<file path="src/rtl/cau_pkg.sv">
// Shared constants and pipeline payload types for the complex arithmetic unit.
// Used by every module of the block; has no dependencies of its own.
`timescale 1ns / 1ps

package cau_pkg;

  localparam int DATA_WIDTH = 16;
  localparam int FRAC_BITS  = 8;

  // Magnitude width of a product or of a sum of two products.
  localparam int PW    = 2 * DATA_WIDTH;
  // Quotient bits needed below the saturation point.
  localparam int QW    = DATA_WIDTH + 1;
  // Partial remainder width of the restoring divider.
  localparam int RW    = PW + DATA_WIDTH + 1;
  localparam int NSTEP = QW;

  localparam logic [1:0] KIND_ADD = 2'd0;
  localparam logic [1:0] KIND_SUB = 2'd1;
  localparam logic [1:0] KIND_MUL = 2'd2;
  localparam logic [1:0] KIND_DIV = 2'd3;

  typedef struct packed {
    logic          neg;
    logic [PW-1:0] mag;
    logic          ovf;
    logic [RW-1:0] rem;
    logic [QW-1:0] q;
  } lane_t;

  typedef struct packed {
    logic [1:0]    kind;
    logic          dz;
    logic [PW-1:0] d;
    lane_t         re;
    lane_t         im;
  } dpipe_t;

endpackage

</file>
<file path="src/rtl/cau_back.sv">
// Back end: rounding, saturation and the output register.
// Depends on cau_pkg.
`timescale 1ns / 1ps

module cau_back (
  input  logic                                 clk,
  input  logic                                 rst,
  input  logic                                 en,
  input  logic                                 valid_i,
  input  cau_pkg::dpipe_t                      data_i,
  output logic                                 valid_o,
  output logic signed [cau_pkg::DATA_WIDTH-1:0] res_real,
  output logic signed [cau_pkg::DATA_WIDTH-1:0] res_imag,
  output logic                                 saturated,
  output logic                                 divide_by_zero
);

  localparam int DW = cau_pkg::DATA_WIDTH;
  localparam int PW = cau_pkg::PW;
  localparam logic [PW:0] HALF = (PW+1)'((2 ** cau_pkg::FRAC_BITS) / 2);
  localparam logic [PW:0] LIM  = (PW+1)'(1) << (DW - 1);

  function automatic logic [PW:0] lane_mag(logic [1:0] k, cau_pkg::lane_t l);
    logic [PW:0] m;
    case (k)
      cau_pkg::KIND_MUL: m = ((PW+1)'(l.mag) + HALF) >> cau_pkg::FRAC_BITS;
      cau_pkg::KIND_DIV: m = l.ovf ? LIM + (PW+1)'(1) : ((PW+1)'(l.q) + (PW+1)'(1)) >> 1;
      default:           m = (PW+1)'(l.mag);
    endcase
    return m;
  endfunction

  function automatic logic [DW:0] sat(logic neg, logic [PW:0] m);
    logic [DW:0] r;
    if (neg) begin
      if (m > LIM) r = {1'b1, DW'(LIM)};
      else         r = {1'b0, DW'(-m)};
    end else begin
      if (m > LIM - (PW+1)'(1)) r = {1'b1, DW'(LIM - (PW+1)'(1))};
      else                      r = {1'b0, DW'(m)};
    end
    return r;
  endfunction

  logic [DW:0] sre, sim;

  always_comb begin
    sre = sat(data_i.re.neg, lane_mag(data_i.kind, data_i.re));
    sim = sat(data_i.im.neg, lane_mag(data_i.kind, data_i.im));
  end

  always_ff @(posedge clk) begin
    if (rst) begin
      valid_o <= 1'b0;
    end else if (en) begin
      valid_o <= valid_i;
    end
  end

  always_ff @(posedge clk) begin
    if (en) begin
      if (data_i.kind == cau_pkg::KIND_DIV && data_i.dz) begin
        res_real       <= '0;
        res_imag       <= '0;
        saturated      <= 1'b0;
        divide_by_zero <= 1'b1;
      end else begin
        res_real       <= sre[DW-1:0];
        res_imag       <= sim[DW-1:0];
        saturated      <= sre[DW] | sim[DW];
        divide_by_zero <= 1'b0;
      end
    end
  end

endmodule

</file>
<file path="config.mk">
export PLATFORM = sky130hd
export DESIGN_NAME = cau_back
export DESIGN_NICKNAME = d
export VERILOG_FILES = /design/src/rtl/cau_pkg.sv /design/src/rtl/cau_back.sv
export SDC_FILE = /design/constraint.sdc
export NUM_CORES = 1
export LEC_CHECK = 0
export ABC_AREA = 1
export BUFFER_PORTS_ARGS = -buffer_cell sky130_fd_sc_hd__buf_2
export CORE_ASPECT_RATIO = 1.5
export CORE_MARGIN = 2
export CORE_UTILIZATION = 44
export DETAILED_ROUTE_END_ITERATION = 8
export GPL_TIMING_DRIVEN = 0
export PLACE_DENSITY_LB_ADDON = 0.05
export SYNTH_ARGS = -nofsm -noshare
export SYNTH_HDL_FRONTEND = slang
export SYNTH_SLANG_ARGS = --single-unit
export TNS_END_PERCENT = 30
</file>
<file path="constraint.sdc">
create_clock -name clk -period 2.4 [get_ports clk]
set_input_delay 0.24 -clock clk [delete_from_list [all_inputs] [get_ports clk]]
set_output_delay 0.24 -clock clk [all_outputs]
set_load 0.02 [all_outputs]
</file>
## Word level (Yosys, flattened, before mapping)

Index checks and enable logic that the tools add are counted.

- Register bits: 35
- Input port bits: 239
- Output and inout port bits: 35

- $add $sub $neg: 6
- $lt $le $gt $ge: 4
- Equality and inequality tests: 2
- Multiplexer cells: 11
- Bitwise operators: 1
- Reduce and logical (&&, ||, !) cells: 1

Operators by type and width:

| operator | count |
|---|---|
| $mux 17 | 8 |
| $pmux 32 s2 | 2 |
| $add 32x8->33 const B | 2 |
| $gt 32x15->1 const B | 2 |
| $gt 32x16->1 const B | 2 |
| $add 17x1->18 const B | 2 |
| $neg 16->16 | 2 |
| $eq 2x2->1 const B | 2 |
| $logic_and 1x1->1 | 1 |
| $mux 1 | 1 |
| $or 1x1->1 | 1 |

## Longest topological paths before layout

- Depth in word-level cells: 7
- Depth in mapped cells: 20
- Mapped depth without buffers: 19

## Worst setup path before layout

No wires, ideal clock.

- Path type: in2reg
- Start: input port data_i[233] (netlist bit)
- End: register res_real[9] (netlist bit) (data pin)
- Data arrival time: 2238 ps
- Data required time: 2258 ps
- Setup slack: 20 ps
- Stages: 20
- Path buffers: 3
- Cells stage by stage: inv_1 nand2_4 inv_2 buf_6 buf_6 nand2_1 nand3_2 inv_1 ha_1 nand4_1 nor2_4 nand3_4 nor2_4 nand2_2 nand2_2 nand2_4 nor2_8 buf_12 nand2_1 a21oi_2

- Cells in the longest elaborated chain, start to end: 5
- Elaborated cells on any way between the ends: 10
- Those cells by class: add/sub (1); order compare (2); eq/ne (2); mux (4); reduce/logical (1)

Ends and longest elaborated chain:

| item | RTL line | source |
|---|---|---|
| start: declaration | cau_back.sv:10 | `input cau_pkg::dpipe_t data_i,` |
| $eq 2x2->1 (on tied branches) | cau_back.sv:25, cau_back.sv:62 |  |
| $pmux 32 s2 | cau_back.sv:25 | `case (k)` |
| $gt 32x15->1, or another cell as far along | cau_back.sv:39 | `if (m > LIM - (PW+1)'(1)) r = {1'b1, DW'(LIM - (PW+1)'(1))};` |
| $mux 17 (on tied branches) | cau_back.sv:39, cau_back.sv:36 |  |
| $mux 17 | cau_back.sv:35 | `if (neg) begin` |
| end signal: assignment | cau_back.sv:68 | `res_real <= sre[DW-1:0];` |
| end: declaration | cau_back.sv:12 | `output logic signed [cau_pkg::DATA_WIDTH-1:0] res_real,` |

Parallel ways exist; a longest one is shown, timed or not.
A chain may end at the register's enable or synchronous reset.

## Final worst setup path

- Start: input port data_i[1] (netlist bit)
- End: register res_imag[5] (netlist bit) (data pin)

- Cells in the longest elaborated chain, start to end: 6
- Elaborated cells on any way between the ends: 9
- Those cells by class: add/sub (2); order compare (2); mux (5)

Ends and longest elaborated chain:

| item | RTL line | source |
|---|---|---|
| $add 17x1->18 * | cau_back.sv:27 | `cau_pkg::KIND_DIV: m = l.ovf ? LIM + (PW+1)'(1) : ((PW+1)'(l.q) + (PW+1)'(1)) >> 1;` |
| $mux 17 * | cau_back.sv:27 |  |
| $pmux 32 s2 * | cau_back.sv:25 |  |
| $gt 32x15->1, or another cell as far along | cau_back.sv:39 |  |
| $mux 17 (on tied branches) | cau_back.sv:39, cau_back.sv:36 |  |
| $mux 17 * | cau_back.sv:35 |  |
| end signal: assignment | cau_back.sv:69 | `res_imag <= sim[DW-1:0];` |
| end: declaration | cau_back.sv:13 | `output logic signed [cau_pkg::DATA_WIDTH-1:0] res_imag,` |

Mark *: on every way between the ends. The rest lies on a longest branch, timed or not.

==> metrics.txt <==
crit path time final around 2.4 ns; Max VDD drop 0.000339 V; Die Area 14,100 um^2; layout cell share with drive strength beyond 1 around a third; Reg area between 1000 and 1500 um^2; CP Capture Point res_imag[5]; reg2reg path depth 2; pre-CTS WS -0.718 ns; commonest cells in the netlist nand2_1 (268), inv_1 (132), nand3_1 (117), nor2_1 (116), o21ai_0 (37); Leak between 3 and 4 nW; final WL between 15 and 20 mm; crit end category register; post-synthesis sequential area ratio around 18%; cts-stage hold buffer count 0; CTS max path bufs 2; Synth Flop Type edfxtp_1; highest metal used met4; Worst Tran Pin Value 0.733 ns; Initial Utilization roughly 45%; arrival time worst endpoint between 2 and 3 ns; maximum number of pins on one net before global-route repair 36; first-pass GRT wire length 31.3 mm; max-cap violation count 0; Synthesized Nets ~1,200; nets@finish around 1,400; Root Driver clkbuf_16; met3 wire len slightly above 1 mm; vias in the first global route between 6,000 and 7,000; worst setup path startpoint data_i[1]; Avg Inst Size Synth between 6 and 7 um^2; Slew HR around half; critical path class primary input to register; RSZ-0062 raised after global routing true; number of port buffers between 100 and 150; Synth Warn # 0; pwr/cell area 338 nW/um^2; core box area 12,900 um^2; fmax ~0.42 GHz; FILL cells approximately 1,400; GR Util All Layers 27.5%; initial antenna violation count 0; CTS clk-pin slew, worst paths 0.05 ns; met2 WL post-DR around 11 mm; Netlist cell types 42; Synth top area share between 10% and 20%; Critical Path Fanout Max 5; Die X about 100 um; worst r2r src valid_o; worst setup margin -0.000702 ns; number of flops mapped to enable cells by yosys 34; ys async rst share 0%; Die Height 144 um; GR Overflow Total 0; drt via density roughly 5.2; clock latency on the worst-skew pair approximately 0.27 ns; most common cell in the synthesized netlist nand2_1; Multi-input gate area between 4000 and 5000 um^2; overall power 2.55 mW; routability congestion estimate around 0.93; I/O Pins 274; Mapped Cells 964; RR Endpoint valid_o; Final ANT Viol Nets 0; hold crit path type primary input to register; area leader, netlist edfxtp_1; WL met1 about 7.5 mm; #FFs+latches synth 35; CTS buffer count 5; diode count 0; wire per inst ~15 um; H-Tree Depth 2; CTS tree built; layout overhead on the synthesized area 30.4%; Final Max Tran Viols 0; CP Launch Type primary input; Worst Path Required between 2 and 3 ns; final hold vios 0; setup violators final 1; DP HPWL roughly 16 mm; violated checks negative setup slack; Final Cycle Share 100%; ranking of synthesized cells by area edfxtp_1 (18%), nand2_1 (17%), nand3_1 (10%), inv_1 (8.6%), nor2_1 (7.5%); DRC 0; Core Rows slightly above 50; TritonRoute pass-1 iters 5; mapped cell area roughly 5800 um^2; Starting DRT DRC Count approximately 290; WHS roughly 0.12 ns; reg2reg setup slack approximately 1.8 ns; clock sinks 35; status complete, but fails checks; Clock Skews 0 ns; Vias between 6,000 and 7,000
==> layout make-up <==
type	count	share of cell area, %
multi-input cells	772	58.2
repair buffers	183	14.7
flip-flops and latches	35	13.8
inverters	138	6.90
well taps	159	2.64
plain buffers	16	1.79
clock buffers	5	1.66
clock inverters	3	0.315
==> routing by layer <==
layer / track usage [%] / vias up
met4: 8.99 / 0
met2: 55.2 / 241
li1: - / 3505
met5: 0 / -
met3: 3.09 / 51
met1: 29.6 / 3065
==> worst max-delay path, cell delays in order <==
cell,delay (ns)
buf_8,0.10
ha_4,0.23
nor2_4,0.09
nor2_2,0.05
nor3_2,0.26
ha_2,0.26
nand4_1,0.14
nor2_2,0.16
nand3_2,0.14
nor2_4,0.18
a21oi_2,0.09
nor2_4,0.14
buf_12,0.12
buf_8,0.11
nand3_2,0.07
a21oi_2,0.15
==> report_power, final <==
part	switching [mW]	total [mW]	internal, mW
registers	0.0183	0.762	0.744
logic	0.726	1.15	0.421
clock network	0.251	0.638	0.387
total	0.995	2.55	1.55
==> worst min-delay path by stage <==
stage,start,endpoint,slack [ns],depth (start not counted)
final,rst,valid_o,0.12,2
after global routing,rst,valid_o,0.11,2
after CTS,rst,valid_o,0.12,2
after detailed placement,rst,valid_o,0.40,2
after global placement,rst,valid_o,0.40,2
after floorplan,rst,valid_o,0.31,1
==> timing repair <==
| item | in CTS | in global routing |
|---|---|---|
| setup endpoints to repair | 33 | 30 |
| gates cloned | 2 | 0 |
| gates resized for setup | 49 | 66 |
| buffers inserted | 23 | 16 |
| pin swaps | 18 | 31 |
==> cells by family after synthesis <==
group	share of synthesized area, %
xor+xnor	3.33
flops	18.0
fa+ha+maj	1.30
mux	0.173
simple gates	56.4
buf+inv	11.4
compound gates	9.41
==> stage by stage <==
step / instance area, um^2 / setup TNS (ns) / std cells / utilization, %
2_1_floorplan: 5780 / 0 / 964 / -
3_3_place_gp: 6700 / -19.67 / 1266 / 52.0
3_5_place_dp: 6700 / -20.10 / 1266 / 52.0
4_1_cts: 7270 / -0.0655 / 1299 / 56.4
5_1_grt: 7540 / -0.981 / 1311 / 58.5
6_report: 7540 / -0.000702 / 1311 / 58.5
==> cell usage in the layout, fill, tap and decap left out, types with 16 or more instances in the layout <==
cell / netlist / layout
a21oi_1: 34 / 19
a21oi_2: 5 / 20
buf_2: 7 / 141
buf_4: 1 / 39
edfxtp_1: 34 / 34
inv_1: 132 / 127
nand2_1: 268 / 261
nand2_2: 20 / 25
nand3_1: 117 / 109
nand3_2: 28 / 31
nand4_1: 23 / 23
nor2_1: 116 / 105
nor2_2: 15 / 23
nor2_4: 18 / 21
o21ai_0: 37 / 23
o21ai_1: 9 / 22
xor2_1: 16 / 16
==> state kept, by name, indices dropped and copies added, names as in the netlist <==
signal and count:
divide_by_zero 1, res_real 16, res_imag 16, valid_o 1, saturated 1
Power figures use the tool's default switching activity.
