==> config.mk <==
export PLATFORM = sky130hd
export DESIGN_NAME = cau_front
export DESIGN_NICKNAME = d
export VERILOG_FILES = /design/src/rtl/cau_pkg.sv /design/src/rtl/cau_front.sv
export SDC_FILE = /design/constraint.sdc
export NUM_CORES = 2
export LEC_CHECK = 0
export ABC_AREA = 1
export BUFFER_PORTS_ARGS = -buffer_cell sky130_fd_sc_hd__buf_2
export CORE_MARGIN = 1
export CORE_UTILIZATION = 45
export CTS_CLUSTER_SIZE = 8
export DETAILED_ROUTE_END_ITERATION = 10
export SLEW_MARGIN = 20
export SYNTH_ARGS = -nofsm -noshare
export SYNTH_HDL_FRONTEND = slang
export SYNTH_SLANG_ARGS = --single-unit
export TNS_END_PERCENT = 50
==> constraint.sdc <==
create_clock -name clk -period 10 [get_ports clk]
set_input_delay 2 -clock clk [delete_from_list [all_inputs] [get_ports clk]]
set_output_delay 2 -clock clk [all_outputs]
set_load 0.02 [all_outputs]
==> src/rtl/cau_pkg.sv <==
// Shared constants and pipeline payload types for the complex arithmetic unit.
// Used by every module of the block; has no dependencies of its own.
`timescale 1ns / 1ps

package cau_pkg;

  localparam int DATA_WIDTH = 16;
  localparam int FRAC_BITS  = 8;

  // Magnitude width of a product or of a sum of two products.
  localparam int PW    = 2 * DATA_WIDTH;
  // Quotient bits needed below the saturation point.
  localparam int QW    = DATA_WIDTH + 1;
  // Partial remainder width of the restoring divider.
  localparam int RW    = PW + DATA_WIDTH + 1;
  localparam int NSTEP = QW;

  localparam logic [1:0] KIND_ADD = 2'd0;
  localparam logic [1:0] KIND_SUB = 2'd1;
  localparam logic [1:0] KIND_MUL = 2'd2;
  localparam logic [1:0] KIND_DIV = 2'd3;

  typedef struct packed {
    logic          neg;
    logic [PW-1:0] mag;
    logic          ovf;
    logic [RW-1:0] rem;
    logic [QW-1:0] q;
  } lane_t;

  typedef struct packed {
    logic [1:0]    kind;
    logic          dz;
    logic [PW-1:0] d;
    lane_t         re;
    lane_t         im;
  } dpipe_t;

endpackage

==> src/rtl/cau_front.sv <==
// Front end: operand products, sum forming, sign-magnitude split and divider setup.
// Three register stages; depends on cau_pkg.
`timescale 1ns / 1ps

module cau_front (
  input  logic                                 clk,
  input  logic                                 rst,
  input  logic                                 en,
  input  logic                                 valid_i,
  input  logic [1:0]                           kind,
  input  logic signed [cau_pkg::DATA_WIDTH-1:0] a_real,
  input  logic signed [cau_pkg::DATA_WIDTH-1:0] a_imag,
  input  logic signed [cau_pkg::DATA_WIDTH-1:0] b_real,
  input  logic signed [cau_pkg::DATA_WIDTH-1:0] b_imag,
  output logic                                 valid_o,
  output cau_pkg::dpipe_t                      data_o
);

  localparam int DW = cau_pkg::DATA_WIDTH;
  localparam int PW = cau_pkg::PW;
  localparam int RW = cau_pkg::RW;

  logic                 v1, v2;
  logic [1:0]           k1, k2;
  logic signed [DW:0]   sr1, si1;
  logic signed [PW-1:0] p_rr, p_ii, p_ir, p_ri, q_rr, q_ii;

  logic signed [PW:0]   re_s, im_s;
  logic                 re_neg2, im_neg2;
  logic [PW-1:0]        re_mag2, im_mag2, d2;

  always_ff @(posedge clk) begin
    if (rst) begin
      v1      <= 1'b0;
      v2      <= 1'b0;
      valid_o <= 1'b0;
    end else if (en) begin
      v1      <= valid_i;
      v2      <= v1;
      valid_o <= v2;
    end
  end

  always_ff @(posedge clk) begin
    if (en) begin
      k1 <= kind;
      if (kind == cau_pkg::KIND_SUB) begin
        sr1 <= (DW+1)'(a_real) - (DW+1)'(b_real);
        si1 <= (DW+1)'(a_imag) - (DW+1)'(b_imag);
      end else begin
        sr1 <= (DW+1)'(a_real) + (DW+1)'(b_real);
        si1 <= (DW+1)'(a_imag) + (DW+1)'(b_imag);
      end
      p_rr <= a_real * b_real;
      p_ii <= a_imag * b_imag;
      p_ir <= a_imag * b_real;
      p_ri <= a_real * b_imag;
      q_rr <= b_real * b_real;
      q_ii <= b_imag * b_imag;
    end
  end

  always_comb begin
    case (k1)
      cau_pkg::KIND_MUL: begin
        re_s = (PW+1)'(p_rr) - (PW+1)'(p_ii);
        im_s = (PW+1)'(p_ir) + (PW+1)'(p_ri);
      end
      cau_pkg::KIND_DIV: begin
        re_s = (PW+1)'(p_rr) + (PW+1)'(p_ii);
        im_s = (PW+1)'(p_ir) - (PW+1)'(p_ri);
      end
      default: begin
        re_s = (PW+1)'(sr1);
        im_s = (PW+1)'(si1);
      end
    endcase
  end

  always_ff @(posedge clk) begin
    if (en) begin
      k2      <= k1;
      re_neg2 <= re_s[PW];
      im_neg2 <= im_s[PW];
      re_mag2 <= re_s[PW] ? PW'(-re_s) : PW'(re_s);
      im_mag2 <= im_s[PW] ? PW'(-im_s) : PW'(im_s);
      d2      <= $unsigned(q_rr) + $unsigned(q_ii);
    end
  end

  always_ff @(posedge clk) begin
    if (en) begin
      data_o.kind   <= k2;
      data_o.dz     <= (d2 == '0);
      data_o.d      <= d2;
      data_o.re.neg <= re_neg2;
      data_o.re.mag <= re_mag2;
      data_o.re.ovf <= RW'(re_mag2) >= (RW'(d2) << (DW - cau_pkg::FRAC_BITS));
      data_o.re.rem <= RW'(re_mag2) << (cau_pkg::FRAC_BITS + 1);
      data_o.re.q   <= '0;
      data_o.im.neg <= im_neg2;
      data_o.im.mag <= im_mag2;
      data_o.im.ovf <= RW'(im_mag2) >= (RW'(d2) << (DW - cau_pkg::FRAC_BITS));
      data_o.im.rem <= RW'(im_mag2) << (cau_pkg::FRAC_BITS + 1);
      data_o.im.q   <= '0;
    end
  end

endmodule

# Yosys cells after proc, flatten, opt, wreduce, memory -nomap -nowiden
# Index checks and enable logic that the tools add are counted.
[op_classes]
addsub = 11
multipliers = 6
div_mod_pow = 0
magnitude_cmp = 2
n_eq_ne = 3
shifts = 0
mux = 6
bitwise = 0
n_reduce_logical = 1
[op_table]
columns = ["operator", "n"]
rows = [
  ["16-bit by 16-bit multiplier with 32-bit output", 6],
  ["33-bit one-hot mux with 2 select lines", 2],
  ["32-bit by 40-bit >= comparator with 1-bit output", 2],
  ["32-bit by 32-bit adder with 33-bit output", 2],
  ["32-bit by 32-bit subtractor with 33-bit output", 2],
  ["32-bit two-way mux", 2],
  ["32-bit negator", 2],
  ["16-bit by 16-bit adder with 17-bit output", 2],
  ["17-bit two-way mux", 2],
  ["16-bit by 16-bit subtractor with 17-bit output", 2],
  ["32-bit adder", 1],
  ["32-bit zero test", 1],
  ["2-bit == test (second input constant)", 2],
  ["2-bit by 1-bit == test with 1-bit output (second input constant)", 1],
]
[totals]
ff_bits = 434
latch_bits = 0
ramBits = 0
rom_bits = 0
output_inout_bits = 236
n_memories = 0

# Logic depth before layout (Yosys ltp)
[logic_depth]
ltp_word = 4
mapped_depth = 32
ltp_nobuf = 32

# Worst setup path before layout
# OpenSTA, ideal clock, no wires.
[synth_path]
path_kind = "input to register"
start = "in b_real[5] in the netlist's numbering"
end = "reg p_rr[28], data pin"
setup_ns = 0.264
arrival_ns = 7.558
t_required_ns = 9.736
path_slack_ns = 2.178
cell_stages = 21
path_cell_list = "clkbuf_1 -> clkbuf_1 -> clkbuf_1 -> nand2_1 -> fa_1 -> inv_1 -> fa_1 -> fa_1 -> fa_1 -> fa_1 -> inv_1 -> fa_1 -> inv_1 -> ha_1 -> nand2_1 -> nor4_1 -> nand3_1 -> nand3_1 -> a31o_2 -> a31oi_1 -> xor2_1"
[synth_via]
elab_chain_len = 1
[synth_rtl]
columns = ["element", "line_no", "source"]
rows = [
  ["from (decl)", "cau_front.sv:13", "input logic signed [cau_pkg::DATA_WIDTH-1:0] b_real,"],
  ["16-bit by 16-bit multiplier with 32-bit output", "cau_front.sv:54", "p_rr <= a_real * b_real;"],
  ["to (signal assigned)", "cau_front.sv:54", ""],
  ["to (decl)", "cau_front.sv:26", "logic signed [PW-1:0] p_rr, p_ii, p_ir, p_ri, q_rr, q_ii;"],
]
# Every way passes these cells.
# A chain may end at the register's enable or synchronous reset.

# Worst setup path in the final report
[layout_path]
start = "in b_imag[1] in the netlist's numbering"
end = "reg q_ii[31], data pin"
[layout_via]
elab_chain_len = 1
[layout_rtl]
columns = ["element", "line_no", "source"]
rows = [
  ["from (decl)", "cau_front.sv:14", "input logic signed [cau_pkg::DATA_WIDTH-1:0] b_imag,"],
  ["16-bit by 16-bit multiplier with 32-bit output", "cau_front.sv:59", "q_ii <= b_imag * b_imag;"],
  ["to (signal assigned)", "cau_front.sv:59", ""],
  ["to (decl)", "cau_front.sv:26", ""],
]
# Every way passes these cells.

==> flow_summary.yaml <==
run_status:
  status: "finished clean"
die:
  fp.dieW_um: 440
  fp.dieH_um: 440
  num_io_pins: 306
  core_area_um2: 190000
  start_util_pct: 45.4
  dieArea_um2: 194000
  placementRows: 160
synthesis:
  syn_area_um2: 86400
  netlist.area_leader.share_pct: 35.2
  synth_area_leaders: "fa_1 35%, edfxtp_1 15%, inv_1 13%"
  async_reset_ff_share_pct: 0
  synth_seq_cells: 432
  synth_commonest_cells: "2919 x inv_1, 2368 x nand2_1, 1518 x fa_1"
  ys_warn_count: 0
  synth_most_common_cell: "inv_1"
  avgSynthCellArea_um2: 8.28
  synth_cell_types: 60
  netlist_instances: 10431
  synth_seq_area_share_pct: 15.0
  yosysTopAreaCell: "fa_1"
  synth_top_flop_cell: "edfxtp_1"
  synth_edf_count: 429
global_routing:
  grt_max_degree: 145
  grt_usage_pct: 27.0
  grt_overflow: 0
  antenna_found_initial: 40
  grt_first_pass_wirelength_um: 397000
  grt_pass1_vias: 68582
place:
  place_area_um2: 89500
  place.gp.congestion: 0.976
  dp_hpwl_um: 212000
  portBuffers: 237
  dp_slack_ns: 1.32
cts:
  clock_latency_ns: 0.69
  htreeDepth: 3
  numCtsBuffers: 67
  path_clk_slew_ns: 0.06
  ctsLongestPathBuffers: 3
  cts_hold_buf: 0
  cts_tree: "yes"
  cts.sinks: 432
  post_cts.repair.setup_buffers: 0
  cts-root-buf: "clkbuf_16"
  cts-resized-gates: 0
final_layout:
  syn2layout_area_growth_pct: 5.94
  drive_gt1_share_pct: 5.03
  nFillCells: 18465
  fin_nets: 12744
  finish.instance_area_um2: 91500
sta:
  tightest_slew_ns: 1.14
  tns_ns: 0
  skew_ns: 0.0366
  rsz0062_at_grt: "false"
  fmax_ghz: 0.124
  max-slew-margin-rel_pct: 24.1
  period_share_pct: 80.4
  slew_viol_final: 0
  setup_slack_ns: 1.96
  setup_viol: 0
  hold_viol: 0
  fin_crit_ns: 8.04
setup_path:
  cp-start-kind: "primary input"
  critPathCaptureType: "flip-flop"
  cp_max_fo: 19
  path_class: "primary input to flip-flop"
  worst_ep_arrival_time_ns: 8.46
  required_ns: 10.42
route:
  dr.pass1.iters: 7
  vias: 66171
  viasPerCell: 5.09
  drt_iter0_drc: 4670
  antenna_left: 0
  drcViolationCount: 0
  wire_per_inst_um: 19.8
  wirelength_um: 257000
hold_path:
  hp-class: "flip-flop to flip-flop"
flow_run:
  cap_viol_max_count: 0
==> registers in the layout, summed over array words and instances (netlist names), 2 cells and up <==
register and cells:
d2 32, data_o 103, im_mag2 32, k1 2
k2 2, p_ii 32, p_ir 32, p_ri 32
p_rr 32, q_ii 31, q_rr 31, re_mag2 32
si1 17, sr1 17
==> per-stage QoR <==
| stage | cells | hold WS (ns) | utilization (%) |
|---|---|---|---|
| 2_1_floorplan | 10498 | 0.400 | - |
| 3_3_place_gp | 12900 | 0.405 | 47.0 |
| 3_5_place_dp | 12900 | 0.405 | 47.0 |
| 4_1_cts | 12991 | 0.419 | 48.1 |
| 5_1_grt | 12992 | 0.422 | 48.1 |
| 6_report | 13000 | 0.418 | 48.1 |
==> cells in the final DEF, fill, tap and decap left out, types with 18 or more instances in the layout <==
master	instances
nor2_1	435
nand2_2	20
conb_1	68
buf_2	236
xnor2_1	149
nand4_1	71
nand3_1	267
a21oi_1	345
inv_1	2919
nor3_1	32
o21ai_1	20
o21a_1	18
or2_2	24
o21bai_1	28
nor2_2	18
xor2_1	279
fa_1	1518
o21ai_0	120
edfxtp_1	429
and2_1	19
clkbuf_16	67
nor4_1	26
a21o_1	19
buf_4	81
a31oi_1	41
ha_1	698
nand2_1	2368
==> critical path: stages <==
cell and delay (ns):
buf_2 0.40, buf_4 0.38, nand2_1 0.09, inv_1 0.16, fa_1 0.57, fa_1 0.87, fa_1 0.52, fa_1 0.52
fa_1 0.49, inv_1 0.05, fa_1 0.49, inv_1 0.04, ha_1 0.33, nand2_1 0.17, nor4_1 0.48, nand4_1 0.23
nand3_1 0.27, a31oi_1 0.19, xor2_1 0.17
==> path summary, 6_finish.rpt <==
kind,from,to,slack [ns],cells past startpoint
max reg2reg,k1[1],re_mag2[22],4.62,22
min,im_neg2,data_o[99],0.42,0
max,b_imag[1],q_ii[31],1.96,19
min reg2reg,im_neg2,data_o[99],0.42,0
==> cells by family (layout without fill, tap and decap cells) <==
family / count (synthesis) / after routing / synth area share [%]
buffers and inverters: 3368 / 3350 / 15.3
AND/OR/NAND/NOR: 3312 / 3312 / 15.6
adder cells (fa/ha/maj): 2216 / 2216 / 45.3
AO/OA/AOI/OAI: 671 / 671 / 4.43
flip-flops: 432 / 432 / 15.0
XOR/XNOR: 431 / 431 / 4.39
other: 1 / 77 / 0.00434
==> area by class of cell <==
cell class | instances | area, um^2 | share of cell area, %
multi-input combinational | 6698 | 60500 | 66.1
sequential | 432 | 12900 | 14.1
inverter | 2933 | 11000 | 12.0
tap | 2511 | 3140 | 3.43
timing repair buffer | 326 | 1960 | 2.15
clock buffer | 76 | 1710 | 1.87
clock inverter | 15 | 254 | 0.278
antenna | 9 | 22.5 | 0.0246
==> per-layer routing <==
layer,up-vias,global-route usage (%),routed length [um]
met3,446,4.89,19700
li1,30544,-,-
met4,34,9.57,9640
met1,32730,35.6,108000
met2,2417,44.5,119000
met5,-,0,214
Power is left out: the tool's default activity adds up to more than one toggle a clock period on the data nets, which glitch-free logic cannot reach.
